**config.mk**
```make
export PLATFORM = sky130hd
export DESIGN_NAME = base32_text_decoder
export DESIGN_NICKNAME = d
export VERILOG_FILES = /design/src/rtl/core/b32d_pkg.sv /design/src/rtl/core/b32d_classify.sv /design/src/rtl/core/base32_text_decoder.sv
export SDC_FILE = /design/constraint.sdc
export NUM_CORES = 1
export LEC_CHECK = 0
export ABC_AREA = 1
export BUFFER_PORTS_ARGS = -buffer_cell sky130_fd_sc_hd__buf_2
export CAP_MARGIN = 20
export CORE_MARGIN = 3
export CORE_UTILIZATION = 50
export CTS_CLUSTER_DIAMETER = 100
export CTS_CLUSTER_SIZE = 14
export DETAILED_ROUTE_END_ITERATION = 10
export GPL_ROUTABILITY_DRIVEN = 1
export GPL_TIMING_DRIVEN = 0
export PLACE_DENSITY = 0.7
export RECOVER_POWER = 50
export SYNTH_ARGS = -nofsm -noshare
export SYNTH_HDL_FRONTEND = slang
export SYNTH_SLANG_ARGS = --single-unit
```
**constraint.sdc**
```tcl
create_clock -name aclk -period 4.7 [get_ports aclk]
set_input_delay 0.47 -clock aclk [delete_from_list [all_inputs] [get_ports aclk]]
set_output_delay 0.47 -clock aclk [all_outputs]
set_load 0.005 [all_outputs]
```
**src/rtl/core/b32d_pkg.sv**
```systemverilog
// Shared types and constants for the Base32 text decoder.
// No dependencies; imported by every module of the block.
`timescale 1ns / 1ps

package b32d_pkg;

    // Decoded-byte count width and hard ceiling on the byte limit
    localparam int COUNT_W = 7;
    localparam logic [COUNT_W-1:0] MAX_BYTES = 7'd64;
    localparam logic [COUNT_W-1:0] LIMIT_RESET = 7'd20;

    // One Base32 digit carries five bits
    localparam int VALUE_W = 5;

    // Result kinds carried on the result channel's tuser
    typedef enum logic [1:0] {
        KIND_BYTE = 2'd0,
        KIND_END  = 2'd1,
        KIND_BAD  = 2'd2
    } kind_t;

    // Classification of one input character
    typedef struct packed {
        logic               is_end;
        logic               is_skip;
        logic               is_digit;
        logic [VALUE_W-1:0] value;
    } char_class_t;

endpackage

```
**src/rtl/core/b32d_classify.sv**
```systemverilog
// Character classifier: maps one ASCII code to end / skip / Base32 digit.
// Depends on b32d_pkg for the classification struct.
`timescale 1ns / 1ps

module b32d_classify (
    input  logic [7:0]           symbol,
    output b32d_pkg::char_class_t cls
);
    import b32d_pkg::*;

    localparam logic [7:0] CH_NUL    = 8'h00;
    localparam logic [7:0] CH_TAB    = 8'h09;
    localparam logic [7:0] CH_LF     = 8'h0A;
    localparam logic [7:0] CH_CR     = 8'h0D;
    localparam logic [7:0] CH_SPACE  = 8'h20;
    localparam logic [7:0] CH_HYPHEN = 8'h2D;
    localparam logic [7:0] CH_ZERO   = 8'h30;
    localparam logic [7:0] CH_ONE    = 8'h31;
    localparam logic [7:0] CH_TWO    = 8'h32;
    localparam logic [7:0] CH_SEVEN  = 8'h37;
    localparam logic [7:0] CH_EIGHT  = 8'h38;
    localparam logic [7:0] CH_UP_A   = 8'h41;
    localparam logic [7:0] CH_UP_B   = 8'h42;
    localparam logic [7:0] CH_UP_L   = 8'h4C;
    localparam logic [7:0] CH_UP_O   = 8'h4F;
    localparam logic [7:0] CH_UP_Z   = 8'h5A;
    localparam logic [7:0] CH_LO_A   = 8'h61;
    localparam logic [7:0] CH_LO_Z   = 8'h7A;
    // '2' - 26, reduced to five bits
    localparam logic [VALUE_W-1:0] DIGIT_BIAS = 5'd24;

    logic [7:0] mapped;
    logic       is_letter;
    logic       is_num;

    // Look-alike digits read as letters
    always_comb begin
        unique case (symbol)
            CH_ZERO:  mapped = CH_UP_O;
            CH_ONE:   mapped = CH_UP_L;
            CH_EIGHT: mapped = CH_UP_B;
            default:  mapped = symbol;
        endcase
    end

    assign is_letter = ((mapped >= CH_UP_A) && (mapped <= CH_UP_Z)) ||
                       ((mapped >= CH_LO_A) && (mapped <= CH_LO_Z));
    assign is_num    = (mapped >= CH_TWO) && (mapped <= CH_SEVEN);

    // Class and 5-bit value
    always_comb begin
        cls.is_end   = (symbol == CH_NUL);
        case (symbol) inside
            CH_SPACE, CH_TAB, CH_CR, CH_LF, CH_HYPHEN: cls.is_skip = 1'b1;
            default:                                   cls.is_skip = 1'b0;
        endcase
        cls.is_digit = is_letter || is_num;
        if (is_letter) begin
            cls.value = mapped[VALUE_W-1:0] - 5'd1;
        end else begin
            cls.value = mapped[VALUE_W-1:0] - DIGIT_BIAS;
        end
    end

endmodule

```
**src/rtl/core/base32_text_decoder.sv**
```systemverilog
// Base32 text decoder top level: input register, decode step, result register.
// Depends on b32d_pkg and b32d_classify.
`timescale 1ns / 1ps

// Usage
//   Input stream: one ASCII character per request on s_axis_tdata. A zero
//   character ends the string. Whitespace and hyphens are skipped; letters,
//   the digits 2..7 and the look-alikes 0, 1, 8 are decoded five bits each.
//   Result stream: tuser gives the kind (decoded byte, end of string with
//   count, invalid character); tdata carries the byte and the running count.
//   Configuration: cfg_wr_en/cfg_wr_data set byte_limit (capped at 64);
//   write it only while the stream is idle.
//   Pipeline: a character accepted into the input register is decoded into
//   the result register once the result slot is free, and its result then
//   shows on the master side. Throughput is one character per cycle while
//   m_axis_tready does not stall the result, set by the combinational decode
//   between the input and result registers.
//   Characters that produce no result still pass through the decode step.
//   Stall: while m_axis_tready is low, a held result blocks the decode step;
//   the input register takes at most one more request, then s_axis_tready
//   stays low until the result is taken.
//   Reset: aresetn (synchronous, active low) empties both registers, clears
//   the bit buffer, count and error flag, and sets byte_limit to 20.

module base32_text_decoder (
    input  logic        aclk,
    input  logic        aresetn,
    // Configuration
    input  logic        cfg_wr_en,
    input  logic [6:0]  cfg_wr_data,   // byte_limit
    // Input stream
    input  logic        s_axis_tvalid,
    output logic        s_axis_tready,
    input  logic [7:0]  s_axis_tdata,  // [7:0] symbol
    // Result stream
    output logic        m_axis_tvalid,
    input  logic        m_axis_tready,
    output logic [15:0] m_axis_tdata,  // [7:0] data_byte, [14:8] byte_total, [15] zero
    output logic [1:0]  m_axis_tuser   // [1:0] kind
);
    import b32d_pkg::*;

    localparam int HELD_W = 3;
    localparam int BUF_W  = 7;

    // Registers
    logic                in_valid_reg;
    logic [7:0]          in_symbol_reg;
    logic [COUNT_W-1:0]  byte_limit_reg;
    logic [BUF_W-1:0]    bit_buffer_reg, bit_buffer_next;
    logic [HELD_W-1:0]   bits_held_reg, bits_held_next;
    logic [COUNT_W-1:0]  out_count_reg, out_count_next;
    logic                error_seen_reg, error_seen_next;
    logic                out_valid_reg, out_valid_next;
    kind_t               out_kind_reg, out_kind_next;
    logic [7:0]          out_byte_reg, out_byte_next;
    logic [COUNT_W-1:0]  out_total_reg, out_total_next;

    char_class_t         cls;
    logic                advance;
    logic                emit;
    logic [COUNT_W-1:0]  limit;
    logic [11:0]         shifted;
    logic [HELD_W:0]     held_sum;
    logic [HELD_W:0]     shift_amt;

    b32d_classify u_classify (
        .symbol (in_symbol_reg),
        .cls    (cls)
    );

    // Handshake: step the held character when the result slot is free
    assign advance       = in_valid_reg && (!out_valid_reg || m_axis_tready);
    assign s_axis_tready = !in_valid_reg || advance;

    assign limit = (byte_limit_reg < MAX_BYTES) ? byte_limit_reg : MAX_BYTES;

    // Bit buffer arithmetic
    assign shifted   = {bit_buffer_reg, cls.value};
    assign held_sum  = {1'b0, bits_held_reg} + (HELD_W+1)'(VALUE_W);
    assign shift_amt = held_sum - (HELD_W+1)'(8);

    // Decode step
    always_comb begin
        bit_buffer_next = bit_buffer_reg;
        bits_held_next  = bits_held_reg;
        out_count_next  = out_count_reg;
        error_seen_next = error_seen_reg;
        emit            = 1'b0;
        out_kind_next   = KIND_BYTE;
        out_byte_next   = 8'd0;
        out_total_next  = out_count_reg;
        if (cls.is_end) begin
            emit            = !error_seen_reg;
            out_kind_next   = KIND_END;
            bit_buffer_next = '0;
            bits_held_next  = '0;
            out_count_next  = '0;
            error_seen_next = 1'b0;
        end else if (error_seen_reg || (out_count_reg >= limit) || cls.is_skip) begin
            emit = 1'b0;
        end else if (!cls.is_digit) begin
            emit            = 1'b1;
            out_kind_next   = KIND_BAD;
            error_seen_next = 1'b1;
        end else begin
            bit_buffer_next = shifted[BUF_W-1:0];
            if (held_sum >= (HELD_W+1)'(8)) begin
                emit           = 1'b1;
                out_byte_next  = 8'(shifted >> shift_amt);
                bits_held_next = shift_amt[HELD_W-1:0];
                out_count_next = out_count_reg + 7'd1;
                out_total_next = out_count_reg + 7'd1;
            end else begin
                bits_held_next = held_sum[HELD_W-1:0];
            end
        end
    end

    // Result slot occupancy
    always_comb begin
        out_valid_next = out_valid_reg;
        if (out_valid_reg && m_axis_tready) begin
            out_valid_next = 1'b0;
        end
        if (advance && emit) begin
            out_valid_next = 1'b1;
        end
    end

    // Control and state registers
    always_ff @(posedge aclk) begin
        if (!aresetn) begin
            in_valid_reg   <= 1'b0;
            byte_limit_reg <= LIMIT_RESET;
            bit_buffer_reg <= '0;
            bits_held_reg  <= '0;
            out_count_reg  <= '0;
            error_seen_reg <= 1'b0;
            out_valid_reg  <= 1'b0;
        end else begin
            if (s_axis_tvalid && s_axis_tready) begin
                in_valid_reg <= 1'b1;
            end else if (advance) begin
                in_valid_reg <= 1'b0;
            end
            if (cfg_wr_en) begin
                byte_limit_reg <= cfg_wr_data;
            end
            if (advance) begin
                bit_buffer_reg <= bit_buffer_next;
                bits_held_reg  <= bits_held_next;
                out_count_reg  <= out_count_next;
                error_seen_reg <= error_seen_next;
            end
            out_valid_reg <= out_valid_next;
        end
    end

    // Payload registers
    always_ff @(posedge aclk) begin
        if (s_axis_tvalid && s_axis_tready) begin
            in_symbol_reg <= s_axis_tdata;
        end
        if (advance && emit) begin
            out_kind_reg  <= out_kind_next;
            out_byte_reg  <= out_byte_next;
            out_total_reg <= out_total_next;
        end
    end

    assign m_axis_tvalid = out_valid_reg;
    assign m_axis_tdata  = {1'b0, out_total_reg, out_byte_reg};
    assign m_axis_tuser  = out_kind_reg;

endmodule

```
==> results by group <==
Run status
  – Status: complete, no violations

Worst setup path
  – Worst Setup Start Kind: register
  – CP Max Fanout: 17
  – Crit-path most repeated cell: nand2_1
  – Critical-path top delay cell: inv_1
  – Worst EP required: roughly 4.7 ns
  – WP data arrival: 3.81 ns
  – Crit path capture type: register
  – WS Path Type: reg2reg
  – Max incr delay on CP: ~0.50 ns
  – Crit path cell chain: nand2_1 > inv_2 > nand2_1 > nor2_1 > nor2_1 > a21oi_1 > ha_1 > inv_1 > nor2_1 > nand2_1 > nand2_1 > nand2_1 > nand2_1 > nand2_1 > inv_4 > nand2_8 > a22oi_1 > nand2_1 > inv_1

Die
  – Site Rows: 28
  – Die Y: 86.7 um
  – I/O pin total: 40
  – Die area: between 7000 and 8000 sq um
  – Initial Util: 0.534
  – Die width: 86.7 um
  – CORE AREA: approximately 6000 sq um

Drt
  – Vias per inst: roughly 5.3
  – Iteration-0 DRC Markers: 176
  – DR WL/cell: approximately 12 um
  – Routed via count: between 2000 and 3000
  – Drt drc: 0
  – Total routed wirelength: a little under 7000 um
  – Final ANT Viol Nets: 0
  – Drt pass-1 iters: 5

Synthesis
  – Synth cell count leaders: 104 x nand2_1, 45 x nand3_1, 44 x inv_1
  – Simple-Gate Fraction of Synth Area: 0.312
  – Syn nets: 477
  – FFs w/ async S/R, synth: 0
  – Post-Synthesis Cell Area: approximately 3300 sq um
  – Synth area leader: edfxtp_1
  – Synth cell types: 38
  – EDFF count, synth: 25
  – Post-synthesis adder-cell area fraction: 0.0538
  – Synth Area in Compound Gates: 0.146
  – Share of the synthesized area in the top cell type: 0.231
  – Synthesis Warnings: 0
  – Main combinational cell family by area after synthesis: simple AND/OR/NAND/NOR gates
  – Post-synthesis xor/xnor area fraction: 0.0108
  – Syn Inst Count: between 400 and 500
  – Sequential area share after synthesis: 0.397
  – Yosys reg bits: 52
  – Top cells by area, synth: edfxtp_1 23%, dfxtp_1 17%, nand2_1 12%, nand3_1 6.9%, a21oi_1 5.8%
  – Mux contribution to synthesized area: 0.00308
  – Top FF cell, synth: dfxtp_1
  – Most numerous cell in the Yosys netlist: nand2_1
  – Syn_area_per_cell: approximately 7.3 sq um

CTS
  – Post-CTS Hold Buffers: 0
  – Clock sinks: 52
  – Root buf cell: clkbuf_8
  – CTS Buffer Depth: 2
  – Number of setup buffers added after CTS: 0
  – Clk_lat worst skew: between 0.3 and 0.4 ns
  – H-tree depth: 2
  – Post-CTS Resized: 0
  – TritonCTS buffer count: 5
  – CTS tree: yes
  – Clk slew on worst S/H paths: about 0.10 ns

Pwr
  – Clock power frac: 0.272
  – Switching power: 320 uW
  – Sequential Power Share: 0.518
  – Overall Power: about 1 mW
  – PD cells: between 200 and 300 nW/um^2
  – Combinational fraction of design power: 0.210
  – Leak: between 1.5 and 2 nW
  – Sw frac: 0.318
  – Internal: approximately 680 uW
  – Maximum vdd drop: around 0.20 mV

GRT
  – Total gr overflow: 0
  – First-pass GRT wire length: between 10000 and 15000 um
  – Vias in the first global route: 2710
  – Initial antenna violation count: 0
  – Gr usage total: 0.193
  – Largest net degree at the start of global routing: 19

Layout
  – Layout cell share with drive strength beyond 1: 0.133
  – Area growth from synthesis to layout: 10.9%
  – Final-layout fill cell count: around 590
  – Nets: 522
  – Diodes inserted: 0

Timing
  – Final min period: 3.87 ns
  – Slew Limit Fails: 0
  – Highest clock rate: between 0.2 and 0.3 GHz
  – Measured slew at the worst slew-check pin: around 0.64 ns
  – Setup TNS: 0 ns
  – Fin Hold WS: between 0.3 and 0.4 ns
  – Unrepaired setup endpoints after global routing: false
  – Tcrit/Tclk final: 0.823
  – Setup Skew: 0.0133 ns
  – Setup violators final: 0
  – Fin. Hold Viols: 0
  – Rel. slew slack: 0.570

Min path
  – Min-Delay Path Class: in2reg

Placement
  – Port Buf Inserts: 38
  – Routability cong.: slightly above 0.9
  – Post-DP HPWL: roughly 5500 um

Flow run
  – Max-Cap Viols: 0
==> routing by layer <==
layer  up-vias  part of all wire  track usage
met5         -                 0            0
met4         0             0.015       0.0552
met3        13             0.048       0.0352
met2        81              0.45        0.323
met1      1336              0.48        0.257
li1       1563                 -            -
==> metrics by stage <==
| step | instance area [sq um] | util | std cells | setup WS [ns] |
|---|---|---|---|---|
| floorplan | 3250 | - | 443 | 1.73 |
| global route | 3610 | 0.592 | 564 | 0.513 |
| detailed placement | 3540 | 0.580 | 556 | 1.12 |
| finish | 3610 | 0.592 | 564 | 0.834 |
| global placement | 3540 | 0.580 | 556 | 1.22 |
| CTS | 3630 | 0.596 | 564 | 1.12 |
==> cell type report <==
cell class / count / area [sq um] / area share
plain buffers: 12 / 57.6 / 0.0160
repair buffers: 38 / 180 / 0.0499
clock buffers: 5 / 68.8 / 0.0191
inverters: 50 / 190 / 0.0527
well taps: 75 / 93.8 / 0.0260
clock inverters: 3 / 27.5 / 0.00763
multi-input cells: 329 / 1700 / 0.471
flip-flops and latches: 52 / 1290 / 0.358
==> power groups by stage <==
| stage | Combinational, mW | Clock, mW | Sequential [mW] |
|---|---|---|---|
| after floorplan | 0.156 | 0 | 0.527 |
| after global placement | 0.207 | 0 | 0.529 |
| final | 0.211 | 0.274 | 0.520 |
| after detailed placement | 0.211 | 0 | 0.530 |
| after global routing | 0.240 | 0.302 | 0.523 |
| after CTS | 0.212 | 0.275 | 0.520 |
==> cells by family after synthesis <==
logic type | after synthesis
and+or+nand+nor | 222
AOI/OAI and AO/OA | 87
buffers and inverters | 62
DFF | 52
adders and majority gates | 14
xor gates and xnor gates | 4
other | 1
muxes | 1
==> final timing paths <==
path / start / end / slack (ns) / cells past startpoint
worst min-delay path: s_axis_tdata[3] / in_symbol_reg[3] / 0.33 / 1
worst max register to register: in_symbol_reg[5] / out_byte_reg[0] / 0.83 / 19
worst min register to register: byte_limit_reg[4] / byte_limit_reg[4] / 0.47 / 2
worst max-delay path: in_symbol_reg[5] / out_byte_reg[0] / 0.83 / 19
==> worst max-delay path, delay by kind of cell, from the launching register on <==
| kind | cells | cell delay (ns) |
|---|---|---|
| AOI/OAI and AO/OA | 2 | 0.48 |
| adders and majority gates | 1 | 0.22 |
| buffers and inverters | 4 | 0.77 |
| DFF | 1 | 0.47 |
| and+or+nand+nor | 12 | 1.56 |
==> layout by cell type (no fill, tap or decap), drive strengths merged <==
cell type,n
dfxtp,27
edfxtp,25
nand2,116
xor2,3
clkinv,2
nor3,10
nand3b,1
buf,34
o21ai,39
clkbuf,21
nor2,41
a22oi,2
clkinvlp,1
nand3,46
nand4,5
or2,3
conb,1
o211ai,2
mux2i,1
inv,50
xnor2,1
a211oi,4
a21oi,40
ha,14
Note: power is estimated with default switching activity, not from simulation.
